`config.mk`:
```
export PLATFORM = sky130hd
export DESIGN_NAME = sscp_mul
export DESIGN_NICKNAME = d
export VERILOG_FILES = /design/src/rtl/sscp_mul.sv
export SDC_FILE = /design/constraint.sdc
export NUM_CORES = 2
export LEC_CHECK = 0
export CAP_MARGIN = 10
export CORE_MARGIN = 4
export CORE_UTILIZATION = 45
export CTS_BUF_LIST = sky130_fd_sc_hd__clkbuf_8
export DETAILED_ROUTE_END_ITERATION = 8
export DONT_BUFFER_PORTS = 1
export PLACE_DENSITY_LB_ADDON = 0.1
export SLEW_MARGIN = 30
export SYNTH_ARGS = -nofsm -noshare
export SYNTH_HDL_FRONTEND = slang
export SYNTH_SLANG_ARGS = --single-unit
export TNS_END_PERCENT = 100
```
`constraint.sdc`:
```
create_clock -name clk -period 8.9 [get_ports clk]
set_input_delay 1.78 -clock clk [delete_from_list [all_inputs] [get_ports clk]]
set_output_delay 1.78 -clock clk [all_outputs]
set_load 0.02 [all_outputs]
```
`src/rtl/sscp_mul.sv`:
```
// Two-stage signed multiplier built from four half-width partial products.
module sscp_mul #(
  parameter int AW = 32,
  parameter int BW = 32
) (
  input  logic                 clk,
  input  logic signed [AW-1:0] a,
  input  logic signed [BW-1:0] b,
  output logic signed [AW+BW-1:0] p
);

  localparam int AL = AW / 2;
  localparam int AH = AW - AL;
  localparam int BL = BW / 2;
  localparam int BH = BW - BL;
  localparam int PW = AW + BW;

  logic signed [AH-1:0] ah;
  logic signed [AL:0]   al;
  logic signed [BH-1:0] bh;
  logic signed [BL:0]   bl;

  logic signed [AH+BH-1:0]   hh;
  logic signed [AH+BL:0]     hl;
  logic signed [AL+BH:0]     lh;
  logic signed [AL+BL+1:0]   ll;

  assign ah = $signed(a[AW-1:AL]);
  assign al = $signed({1'b0, a[AL-1:0]});
  assign bh = $signed(b[BW-1:BL]);
  assign bl = $signed({1'b0, b[BL-1:0]});

  always_ff @(posedge clk) begin
    hh <= ah * bh;
    hl <= ah * bl;
    lh <= al * bh;
    ll <= al * bl;
  end

  always_ff @(posedge clk) begin
    p <= (PW'(hh) <<< (AL + BL)) + (PW'(hl) <<< AL) + (PW'(lh) <<< BL) + PW'(ll);
  end

endmodule

```
After elaboration in Yosys (flattened, before gate mapping)

Index checks and enable logic that the tools add are counted.

Add/subtract/negate cells: 3
Multipliers: 4

Operators with widths:

| kind                         | count |
|---|---|
| adder 64 x 49 -> 64 bit      | 2 |
| adder 64 x 33 -> 64 bit      | 1 |
| multiplier 16 x 16 -> 32 bit | 2 |
| multiplier 16 x 17 -> 33 bit | 1 |
| multiplier 17 x 16 -> 33 bit | 1 |

Register bits after elaboration: 194
Input port bits: 65
Output and inout port bits: 64

Logic depth before layout (Yosys ltp)

Depth after elaboration: 3
Depth in mapped cells: 25
Depth with buffers taken out: 24

Worst setup path before layout

OpenSTA, ideal clock, no wires.

Kind: in2reg
Start: in b[7]
End: reg hl[31]
Setup time: 0.123 ns
Arrival time: 7.461 ns
Required time: 8.777 ns
Path slack: 1.315 ns
Stages: 23
Buffers on the path: 1
Path through: clkbuf_1 > nand2_1 > fa_1 > inv_1 > fa_1 > inv_1 > fa_1 > inv_1 > fa_1 > fa_1 > inv_1 > fa_1 > inv_1 > ha_1 > or3_1 > or4b_1 > a31oi_1 > o21ai_1 > a41oi_1 > a21oi_1 > a221oi_1 > o21bai_1 > xor2_1

Cells in the longest elaborated chain, start to end: 1

RTL lines:

| item                         | line | source |
|---|---|---|
| start: declaration           | 8    | `input logic signed [BW-1:0] b,` |
| multiplier 16 x 17 -> 33 bit | 35   | `hl <= ah * bl;` |
| end signal: assignment       | 35   |  |
| end: declaration             | 24   | `logic signed [AH+BL:0] hl;` |

Every way passes these cells.

Worst setup path in the final report

Start: in b[8]
End: reg hl[31]

The elaborated chain is that of the path after synthesis.

==> results.py <==
metrics = {
    "cells_and_area": {
        "multi_input_area_um2": 34300,
        "fillers": 9095,
        "area_delta_synth_final_pct": 3.17,
        "drive_above_1_share_pct": 1.43,
        "regArea_um2": 3880,
        "fin_nets": 5882,
    },
    "setup_path": {
        "cpMaxStageDelayCell": "fa_1",
        "crit_type": "input pin to flip-flop",
        "reg2reg_slack_ns": 4.49,
        "startpoint_type": "input pin",
        "cp-end-kind": "flip-flop",
        "rr_startpoint": "hl[1]",
        "cp_cell_sequence": "and2_1, fa_1, inv_1, fa_1, fa_1, inv_1, fa_1, fa_1, inv_1, fa_1, inv_1, ha_1, a21oi_1, nor2b_1, or4b_1, a31oi_1, o21ai_1, a41oi_1, a21oi_1, a221oi_1, o21bai_1, xor2_1",
        "critPathMaxFanout": 32,
        "cp.required_ns": 9.36,
        "arrival_ns": 7.75,
        "cp_num_buf_inv": 4,
        "cpMostUsedCell": "fa_1",
        "max_stage_delay_ns": 0.53,
        "ff2ff_path_depth": 15,
        "path_delay_family": "adder cells",
        "cp.depth": 22,
        "r2r-end": "p[63]",
    },
    "clocking": {
        "cts_root_buf": "clkbuf_8",
        "path_clk_slew_ns": 0.15,
        "cts_tree": "built",
        "clock_sink_count": 194,
        "post_cts_resized": 0,
        "post_cts_buffers": 0,
        "clockBufferDepth": 2,
        "insertion_delay_ns": 0.61,
        "cts_buffers": 17,
        "ctsHoldBuffers": 0,
        "htreeDepth": 4,
    },
    "synth": {
        "yosysMostFrequentCell": "inv_1",
        "synth_area_leader_cell": "fa_1",
        "syn_nets": 6048,
        "yosys.area.top_type_share_pct": 41.8,
        "ys_warn_count": 0,
        "synthFlopType": "dfxtp_1",
        "yosysSeqAreaShare_pct": 9.10,
        "avgSynthCellArea_um2": 9.25,
        "yosysUniqueCellTypes": 69,
        "ys_seq_elements": 194,
        "synth-edff-count": 0,
        "synthCells": 4615,
        "synth_common_cells": "inv_1, fa_1, nand2_1",
        "synth_area_leaders": "fa_1, ha_1, dfxtp_1",
        "synth_area_um2": 42700,
        "async_reset_ff_share_pct": 0,
    },
    "timing": {
        "worst_slew_pin_slew_ns": 1.00,
        "setup_viol": 0,
        "skew_ns": 0.0491,
        "period_needed_ns": 7.29,
        "max_freq_mhz": 137,
        "maxSlewViolCount": 0,
        "period_share_pct": 82.0,
        "final.setup.tns_ns": 0,
        "final-hold-violation-count": 0,
        "max-slew-margin-rel_pct": 32.8,
        "rsz0062_at_grt": "false",
    },
    "place": {
        "place_hpwl_mm": 86.2,
        "gp_congestion": 0.847,
        "portBuffers": 0,
    },
    "grt": {
        "grt_pass1_wl_mm": 182,
        "grt_max_degree": 33,
        "gr-total-overflow": 0,
        "gr-usage-all-layers_pct": 23.8,
        "antenna_found_initial": 10,
        "grt_pass1_vias": 31400,
    },
    "die": {
        "io_pins": 129,
        "fp.dieW_um": 316,
        "placementRows": 112,
        "coreArea_um2": 93700,
        "dieArea_um2": 99800,
        "die_h_um": 316,
        "start_util_pct": 45.5,
    },
    "hold_path": {
        "holdPathStages": 0,
        "hold_end": "p[11]",
        "min-delay-start": "ll[11]",
        "holdCritPathClass": "flip-flop to flip-flop",
    },
    "route": {
        "wl_mm": 113,
        "dr.pass1.iters": 5,
        "postRouteAntennaNets": 0,
        "drtIter0Drc": 1524,
        "routed_via_density": 5.09,
        "wire_per_inst_um": 19.7,
        "drc": 0,
        "num_vias": 29100,
    },
    "status": {
        "outcome": "finished, final reports clean",
    },
    "run": {
        "drv_cap": 0,
    },
}
cell type report:
cell class / count / share of cell area (%)
Timing Repair Buffer: 13 / 0.222
Clock inverter: 14 / 0.369
Multi-Input combinational cell: 3225 / 77.9
Sequential cell: 194 / 8.82
Clock buffer: 18 / 0.563
Inverter: 998 / 8.51
Antenna cell: 4 / 0.0227
Tap cell: 1254 / 3.56
flip-flops by register name, indices dropped and copies added, names as in the netlist:
register,count
p,64
ll,32
lh,33
hh,32
hl,33
worst max-delay path by stage:
stage,end,startpoint
after global placement,hl[31],b[8]
after CTS,hl[31],b[8]
after floorplan,hl[31],b[7]
after global routing,hl[31],b[8]
final,hl[31],b[8]
after detailed placement,hl[31],b[8]
stage by stage:
stage | cells | hold slack (ns) | worst slack [ns] | area (um^2) | util (%)
floorplan | 4615 | 0.310 | 1.32 | 42700 | -
global placement | 5684 | 0.312 | 1.10 | 43600 | 46.5
detailed placement | 5684 | 0.312 | 1.02 | 43600 | 46.5
CTS | 5716 | 0.325 | 1.71 | 44000 | 47.0
global route | 5717 | 0.344 | 1.37 | 44000 | 47.0
finish | 5720 | 0.331 | 1.61 | 44000 | 47.0
layout by cell type, fill, tap and decap left out, types with 27 or more instances in the layout:
cell type / instances
inv_1: 997
fa_1: 892
nand2_1: 540
and2_1: 496
ha_1: 476
dfxtp_1: 194
a21oi_1: 137
xnor2_1: 120
nor2_1: 104
a21o_1: 56
o21ai_0: 55
xor2_1: 39
nand2b_1: 33
o21a_1: 28
nand3_1: 27
cells by family after synthesis:
family	count (synthesis)	synth area share (%)
DFF	194	9.10
AOI/OAI and AO/OA	405	6.21
and+or+nand+nor	1292	15.1
xor gates and xnor gates	160	3.28
buffers and inverters	1196	10.5
adders and majority gates	1368	55.8
per-layer routing:
metal	track usage [%]	share of wire, %	vias to the layer above
li1	-	-	13500
met4	4.14	1.4	4
met1	34.7	47	14800
met3	4.93	7.4	79
met2	37.4	44	685
met5	0	0.020	-
Power is not shown: default switching activity piles up to over one toggle a cycle in this logic, so the estimate is an artifact.
