==> src/rtl/sscp_div.sv <==
// Pipelined restoring divider giving num/den clamped to [0,1] as an unsigned fraction.
module sscp_div #(
  parameter int NW = 16,
  parameter int QB = 16
) (
  input  logic                 clk,
  input  logic signed [NW-1:0] num,
  input  logic signed [NW-1:0] den,
  output logic [QB:0]          quo
);

  logic [NW-1:0] rem     [QB+1];
  logic [NW-1:0] dv      [QB+1];
  logic [QB-1:0] qa      [QB+1];
  logic          is_zero [QB+1];
  logic          is_one  [QB+1];

  // The clamp cases are decided up front; the quotient bits are only used otherwise.
  always_ff @(posedge clk) begin
    rem[0]     <= num;
    dv[0]      <= den;
    qa[0]      <= '0;
    is_zero[0] <= (num <= $signed(NW'(0)));
    is_one[0]  <= (num >= den);
  end

  for (genvar k = 1; k <= QB; k++) begin : g_step
    logic [NW:0] sh;
    logic        ge;

    assign sh = {rem[k-1], 1'b0};
    assign ge = (sh >= {1'b0, dv[k-1]});

    always_ff @(posedge clk) begin
      rem[k]     <= ge ? NW'(sh - {1'b0, dv[k-1]}) : NW'(sh);
      dv[k]      <= dv[k-1];
      qa[k]      <= {qa[k-1][QB-2:0], ge};
      is_zero[k] <= is_zero[k-1];
      is_one[k]  <= is_one[k-1];
    end
  end

  always_comb begin
    if (is_zero[QB]) begin
      quo = '0;
    end else if (is_one[QB]) begin
      quo = (QB+1)'(1) << QB;
    end else begin
      quo = {1'b0, qa[QB]};
    end
  end

endmodule

==> config.mk <==
export PLATFORM = sky130hd
export DESIGN_NAME = sscp_div
export DESIGN_NICKNAME = d
export VERILOG_FILES = /design/src/rtl/sscp_div.sv
export SDC_FILE = /design/constraint.sdc
export NUM_CORES = 1
export LEC_CHECK = 0
export ABC_AREA = 1
export BUFFER_PORTS_ARGS = -buffer_cell sky130_fd_sc_hd__clkbuf_2
export CAP_MARGIN = 30
export CORE_ASPECT_RATIO = 0.9
export CORE_MARGIN = 5
export CORE_UTILIZATION = 40
export DETAILED_ROUTE_END_ITERATION = 8
export PLACE_DENSITY = 0.55
export SYNTH_ARGS = -nofsm -noshare
export SYNTH_HDL_FRONTEND = slang
export SYNTH_SLANG_ARGS = --single-unit
==> constraint.sdc <==
create_clock -name clk -period 2.1 [get_ports clk]
set_clock_uncertainty 0.1 [all_clocks]
set_input_delay 0.63 -clock clk [delete_from_list [all_inputs] [get_ports clk]]
set_output_delay 0.63 -clock clk [all_outputs]
set_load 0.03 [all_outputs]
* Yosys cells after proc, flatten, opt, wreduce, memory -nomap -nowiden
Memories as Yosys holds them, arrays and structs flattened.
Cells that the tools add are included.
** Cells by class
- $add $sub $neg :: 16
- Multiplexer cells :: 18
- Magnitude comparators :: 18
** Operator list (count)
- 17-bit by 16-bit greater-or-equal comparator with 1-bit output :: 16
- 16-bit two-way mux :: 16
- 16-bit subtractor :: 16
- 17-bit two-way mux :: 2
- 16-bit greater-or-equal comparator :: 1
- 16-bit by 1-bit <= comparator with 1-bit output (second input constant) :: 1
** Storage, ports and cells
- Memories kept :: 5
- Memory bits (writable) :: 850
- Register bits :: 0
- Word-level logic and storage cells :: 57
- Output and inout port bits :: 17
- Input port bits :: 33
** Memory list
- dv :: depth 17, width 16, rd ports 16, clocked after Yosys merged registers in 0, write ports 17, RTL line 13 : logic [NW-1:0] dv [QB+1];
- qa :: depth 17, width 16, rd ports 17, clocked after Yosys merged registers in 0, write ports 17, RTL line 14 : logic [QB-1:0] qa [QB+1];
- rem :: depth 17, width 16, rd ports 16, clocked after Yosys merged registers in 0, write ports 17, RTL line 12 : logic [NW-1:0] rem [QB+1];
- is_one :: depth 17, width 1, rd ports 17, clocked after Yosys merged registers in 0, write ports 17, RTL line 16 : logic is_one [QB+1];
- is_zero :: depth 17, width 1, rd ports 17, clocked after Yosys merged registers in 0, write ports 17, RTL line 15 : logic is_zero [QB+1];

* Depth between registers and ports, before layout
Gate-level depths: netlist (run 1).
An unclocked memory read counts as a cell.
- Word-level depth :: 3
- Depth in mapped cells :: 15

* Worst setup path before layout (run 1)
No wires, ideal clock.
- Path kind :: register to output
- From :: memory is_one[16][0] (netlist: is_one[0][16])
- To :: output quo[10]
- Arrival :: 1.139 ns
- Path slack :: 0.231 ns
- Data required time :: 1.370 ns
- Stages on the path, launching flop included :: 5
- Cells stage by stage :: dfxtp_1 -> clkinv_1 -> clkbuf_1 -> nand2_1 -> nor2_1
** RTL lines
- start, declared :: RTL line 16
- end, declared :: RTL line 9 : output logic [QB:0] quo

==> reports/results.md, run 1 <==
• **Syn. warnings** 0
• **Area growth, synth to finish** 19.2%
• **die area** 91500 µm²
• **Slew @ Worst Pin** 0.372 ns
• **antenna violations before repair** 1
• **Synth Flop Type** dfxtp_1
• **number of pins exceeding their max-slew limit in the final report** 0
• **clock-pin transition on the worst setup and hold timing paths** 0.06 ns
• **proportion of register bits with asynchronous set or reset after synthesis** 0%
• **source-to-sink clock delay at the later pin of the worst-skew pair** 0.62 ns
• **worst vdd rail ir drop** 0.734 mV
• **global placement routability congestion** 0.908
• **first-pass GRT wire length** 141000 µm
• **Ports** 50
• **aggregate routed wire length** 87400 µm
• **Clock H-tree levels** 3
• **Die Span X** 318 µm
• **initial drt markers** 1845
• **total power per unit cell area** 1590 nW/µm²
• **IO buf count** 49
• **vias in the first global route** 26600
• **most frequent cells after synthesis** nand2_1, inv_1, dfxtp_1, nand3_1, ha_1
• **DRC violation count after routing** 0
• **cts bufs inserted** 75
• **Cells after Synth** 4757
• **total of max-cap violations** 0
• **total number of vias** 28400
• **floorplan row count** 101
• **Nets** 5387
• **placeable core region** 84700 µm²
• **cell with the most instances after synthesis** nand2_1
• **average detailed-routed wire length per instance** 14.0 µm
• **number of placed instances with taps included** 6112
• **sequential cell area fraction in the yosys report** 39.9%
• **number of buffers on the longest clock path** 3
• **number of synthesized flops with an enable pin** 0
• **biggest fanout along the worst timing path** 16
• **count of state elements after synthesis** 682
• **largest cells by area after synthesis** dfxtp_1, nand2_1, ha_1
• **synthesized netlist net count** 5076
• **shortest period the worst path allows** 2.21 ns
• **most area-hungry cell type in the Yosys netlist** dfxtp_1
• **die extent in y** 288 µm
• **initial standard-cell utilization of the core** 40.4%
• **CP Data Arrival Time** 1.48 ns
• **vias per cell** 4.54
• **worst-path cell chain** clkinv_2, buf_12, nand2_1, nor2_2, clkbuf_8
• **count of buffer and inverter cells on the critical path** 3
• **post-layout worst setup margin** -0.108 ns
• **count of unique library cells instantiated by Yosys** 42
• **maximum number of pins on one net before global-route repair** 18
• **kind of cell adding the most delay to the critical path** buffers and inverters
• **Slew HR** 75.0%
• **Layout Utilization** 48.2%
• **global-route total usage across every layer** 18.8%
• **cell at the root of the clock tree** clkbuf_16
• **number of clock sinks seen by CTS** 682
• **Max Clk Rate** 453 MHz
• **category of the worst setup path launch point** flop
• **detailed-placement wirelength estimate** 70800 µm
• **Critical Setup Path Class** reg -> out
• **count of endpoints failing hold in the final timing report** 0
• **post-route non-filler standard cell count** 6257
• **Detail Route Antenna Nets** 0
• **final-layout fill cell count** 8556
• **Post-Syn Area per Cell** 7.20 µm²
• **CTS tree** yes
• **status** finished with violations
• **unrepaired setup endpoints after global routing** true
• **Crit. End Element** primary output
• **fraction of post-synthesis cell area in the top cell type by area** 39.9%
• **fraction of final layout cells with drive strength greater than 1** 13.8%
• **crit path max-delay cell type** dfxtp_1
• **largest stage delay on the critical path** 0.30 ns
• **reported leakage power** 22.1 nW
• **number of detailed-routing iterations run before antenna repair** 5
• **Post-Synthesis Cell Area** 34200 µm²
• **remaining global-route overflow** 0
• **data required time at the worst endpoint** 1.37 ns
• **final worst path period share** 105%
• **setup violators final** 16
• **Min-Delay Path Class** in -> reg
• **failing checks** negative setup slack
## worst reg2reg max path, stage by stage (launching register included)
cell and delay [ns]:
dfxtp_1 0.35, inv_1 0.05, ha_1 0.36, nand2_1 0.07
nand2_1 0.14, inv_1 0.08, nand2_1 0.10, nand2_1 0.09
nand3_2 0.09, nand2_2 0.12, buf_4 0.22, nand3_1 0.08
nand2_1 0.06
## flip-flops by register name, indices dropped and copies added, names as in the netlist
name and flops:
qa 136, rem 256, is_one 17, is_zero 17
dv 256
## cell families after synthesis
family,Yosys count,share of synthesized area (%)
and+or+nand+nor,2577,33.0
buffers and inverters,923,10.9
xor gates and xnor gates,104,2.66
AOI/OAI and AO/OA,185,2.75
DFF,682,39.9
adders and majority gates,286,10.8
## per-stage QoR
stage	setup slack (ns)	setup TNS, ns	hold slack [ns]	power (mW)	cell area (µm²)
after floorplan	0.231	0	0.210	40.7	34200
after global placement	-0.0287	-0.0330	0.210	50.1	37300
after detailed placement	0.00625	0	0.212	50.3	37300
after CTS	-0.202	-2.48	0.00817	63.9	40000
after global routing	-0.219	-3.22	0.0166	70.6	40800
final	-0.108	-1.32	0.0419	64.8	40800
## placed cells by master (no fill, tap or decap), drive strengths merged, types with 56 or more instances in the layout
master,netlist,layout
buf,45,240
nand2,1756,1756
dfxtp,682,682
nand4,67,67
clkbuf,6,141
nor2,256,256
a21oi,159,159
nand3,335,335
inv,871,877
nand3b,56,56
ha,271,271
xor2,70,70
## worst paths after layout
check | startpoint | endpoint | slack (ns) | cells past startpoint
min | num[2] | rem[0][2] | 0.04 | 1
max reg2reg | dv[0][212] | rem[0][226] | 0.08 | 12
max | is_one[0][16] | quo[12] | -0.11 | 5
min reg2reg | qa[1][112] | qa[2][1] | 0.22 | 0
## routing by layer
metal / part of all wire, % / track usage (%) / up-vias
li1: - / - / 15200
met2: 41 / 28.5 / 543
met4: 1.7 / 3.82 / 0
met1: 52 / 28.1 / 12500
met5: 0 / 0 / -
met3: 5.3 / 3.31 / 108
## area by class of cell
cell class | count | area, µm² | area share [%]
diodes | 1 | 2.50 | 0.00613
flip-flops and latches | 682 | 13700 | 33.5
well taps | 1133 | 1420 | 3.47
clock buffers | 106 | 2140 | 5.25
clock inverters | 26 | 348 | 0.852
multi-input cells | 3152 | 17600 | 43.2
repair buffers | 285 | 2270 | 5.56
inverters | 872 | 3320 | 8.13
## repair_timing
action,4_1_cts,5_1_grt
hold buffers,10,0
gates resized for setup,34,194
gates cloned,0,1
pin swaps,0,13
hold endpoints to repair,10,0
buffers inserted,0,1
endpoints found under the setup margin,21,234
## power by group
part / internal, mW / switching, mW
registers: 17.0 / 2.48
logic: 12.9 / 19.3
clock network: 7.80 / 5.35
total: 37.7 / 27.1
Power figures use the tool's default switching activity.
==> run 2: changes to the inputs <==
--- a/config.mk
+++ b/config.mk
@@ -5,14 +5,15 @@
 export SDC_FILE = /design/constraint.sdc
 export NUM_CORES = 1
 export LEC_CHECK = 0
-export ABC_AREA = 1
 export BUFFER_PORTS_ARGS = -buffer_cell sky130_fd_sc_hd__clkbuf_2
 export CAP_MARGIN = 30
+export CELL_PAD_IN_SITES_DETAIL_PLACEMENT = 1
+export CELL_PAD_IN_SITES_GLOBAL_PLACEMENT = 2
 export CORE_ASPECT_RATIO = 0.9
 export CORE_MARGIN = 5
 export CORE_UTILIZATION = 40
 export DETAILED_ROUTE_END_ITERATION = 8
-export PLACE_DENSITY = 0.55
+export PLACE_DENSITY = 0.77
 export SYNTH_ARGS = -nofsm -noshare
 export SYNTH_HDL_FRONTEND = slang
 export SYNTH_SLANG_ARGS = --single-unit
==> run 2 against run 1 <==
  * The run still ends with negative setup slack left
  * Sequential power increased by 6%
  * Non-clock buffer count increased by 811
  * Maximum frequency decreased by 27%
  * Cell area increased by 14%
  * Clock power increased by 9.8%
  * Cell count decreased by 19%
  * Critical path type is now reg -> reg
  * Critical endpoint is now rem[0][174]
  * Largest power group unchanged
==> reports/results.md, run 2 <==
• **initial drt markers** 1521
• **Hold Crit Depth** 1
• **Nets** 4378
• **Layout Utilization** 65.2%
• **global placement routability congestion** 0.866
• **CTS tree** yes
• **aggregate routed wire length** 126000 µm
• **biggest fanout along the worst timing path** 7
• **top flop regs** dv x256, rem x256, qa x136
• **failing checks** negative setup slack
• **vias in the first global route** 29400
• **Non-Filler Cell Area, Final** 46500 µm²
• **count of state elements after synthesis** 682
• **vias per cell** 5.37
• **proportion of register bits with asynchronous set or reset after synthesis** 0%
• **launch point of the worst path** dv[0][150]
• **most frequent cells in the layout** buf_4, dfxtp_1, inv_1, ha_1, dfxtp_2
• **beginning of the worst hold path** den[0]
• **IO buf count** 49
• **fraction of final layout cells with drive strength greater than 1** 52.1%
• **Die Span X** 292 µm
• **Worst R2R Path Depth** 12
• **largest stage delay on the critical path** 0.37 ns
• **TNS Setup** -135.04 ns
• **average detailed-routed wire length per instance** 24.8 µm
• **Slew HR** 62.1%
• **cell at the root of the clock tree** clkbuf_16
• **worst vdd rail ir drop** 0.977 mV
• **# diodes** 0
• **die extent in y** 264 µm
• **total power per unit cell area** 1880 nW/µm²
• **largest cells by area after synthesis** dfxtp_1, ha_1, inv_1
• **reg-to-reg startpoint** dv[0][150]
• **number of clock sinks seen by CTS** 682
• **maximum number of pins on one net before global-route repair** 17
• **Post-Synthesis Cell Area** 28700 µm²
• **crit path max-delay cell type** dfxtp_1
• **Min-Delay Path Class** in -> reg
• **Post-Place Worst Slack** -0.825 ns
• **CP Data Arrival Time** 3.45 ns
• **Synth Flop Type** dfxtp_1
• **placeable core region** 71300 µm²
• **remaining global-route overflow** 0
• **floorplan row count** 93
• **Slew @ Worst Pin** 0.566 ns
• **status** finished with violations
• **synthesized netlist net count** 3239
• **final worst path period share** 145%
• **Placement Cell Area** 37300 µm²
• **most frequent cells after synthesis** dfxtp_1, inv_1, ha_1, a21oi_1, nand2_1
• **first-pass GRT wire length** 160000 µm
• **detailed-placement wirelength estimate** 63000 µm
• **Clock H-tree levels** 3
• **data required time at the worst endpoint** 2.51 ns
• **Hold WS** 0.0238 ns
• **Syn. warnings** 0
• **most common cell after layout, fill and taps aside** buf_4
• **unrepaired setup endpoints after global routing** true
• **worst-path cell chain** inv_1, ha_1, a21oi_1, o21ai_0, a21oi_1, nand3_1, o21ai_2, a21oi_2, a2111oi_4, buf_4, clkbuf_16, mux2_4
• **Detail Route Antenna Nets** 0
• **source-to-sink clock delay at the later pin of the worst-skew pair** 0.65 ns
• **cell with the most instances after synthesis** dfxtp_1
• **count of endpoints failing hold in the final timing report** 0
• **number of synthesized flops with an enable pin** 0
• **count of unique library cells instantiated by Yosys** 74
• **sequential cell area fraction in the yosys report** 47.5%
• **reported leakage power** 21.5 nW
• **number of detailed-routing iterations run before antenna repair** 5
• **clock-pin transition on the worst setup and hold timing paths** 0.07 ns
• **most area-hungry cell type in the Yosys netlist** dfxtp_1
• **setup violators final** 272
• **antenna violations before repair** 4
• **number of pins exceeding their max-slew limit in the final report** 0
• **cts bufs inserted** 74
• **number of buffers on the longest clock path** 3
• **initial standard-cell utilization of the core** 40.3%
• **fraction of post-synthesis cell area in the top cell type by area** 47.5%
• **total number of vias** 27200
• **Ports** 50
• **Area growth, synth to finish** 61.9%
• **Crit. End Element** flop
• **Post-Syn Area per Cell** 9.84 µm²
• **die area** 77300 µm²
• **category of the worst setup path launch point** flop
• **shortest period the worst path allows** 3.04 ns
• **global-route total usage across every layer** 25.4%
• **DRC violation count after routing** 0
• **post-layout worst setup margin** -0.944 ns
• **Cells after Synth** 2920
• **Max Clk Rate** 328 MHz
• **total of max-cap violations** 0
• **Critical Setup Path Class** reg -> reg
• **most used cell, CP** a21oi_1
==> run 2: kinds of logic after synthesis <==
logic type,count (synthesis),share of synthesized area (%)
DFF,682,47.5
AOI/OAI and AO/OA,670,14.8
and+or+nand+nor,630,10.4
buffers and inverters,382,5.13
adders and majority gates,286,12.9
xor gates and xnor gates,159,4.85
muxes,111,4.41
==> run 2: layout make-up <==
class	count	area (µm²)
Timing Repair inverter	1	11.3
Timing Repair Buffer	1096	9090
Sequential cell	682	13900
Multi-Input combinational cell	1857	18400
Clock buffer	104	2170
Clock inverter	32	472
Inverter	347	1320
Tap cell	950	1190
Fill cell	7280	24800
==> run 2: final timing paths <==
path                 endpoint  slack, ns
setup / recovery  rem[0][174]      -0.94
hold reg to reg     qa[0][49]       0.22
setup reg to reg  rem[0][174]      -0.94
hold / removal       dv[0][0]       0.02
==> run 2: worst max-delay path: cells and delay by family (launching register included) <==
kind	cells	cell delay, ns
mux	1	0.30
fa+ha+maj	1	0.32
compound gates	6	1.27
simple gates	1	0.13
buf+inv	3	0.42
flops	1	0.37
==> run 2: routing by layer <==
layer,global-route usage [%],wire (µm)
met1,29.4,49000
met2,47.9,67100
met3,3.66,4230
met4,8.52,5450
met5,0,13
==> run 2: timing repair <==
action	4_1_cts	5_1_grt
cloned	20	1
hold endpoints to repair	11	0
endpoints found under the setup margin	272	274
gates resized for setup	727	483
pin swaps	232	210
hold buffers	11	0
setup buffers	147	107
==> run 2: per-stage QoR <==
| stage | total power, mW | instances |
|---|---|---|
| finish | 87.3 | 5069 |
| global route | 90.6 | 5069 |
| CTS | 77.9 | 5001 |
| detailed placement | 54.5 | 4698 |
| global placement | 52.7 | 4698 |
| floorplan | 40.2 | 2920 |
==> run 2: report_power, final <==
part	total (mW)	leakage (nW)	switching (mW)	internal (mW)
Combinational	52.2	14.5	25.1	27.2
Sequential	20.6	5.76	3.26	17.3
Clock	14.5	1.28	6.04	8.49
Total	87.3	21.5	34.4	53.0
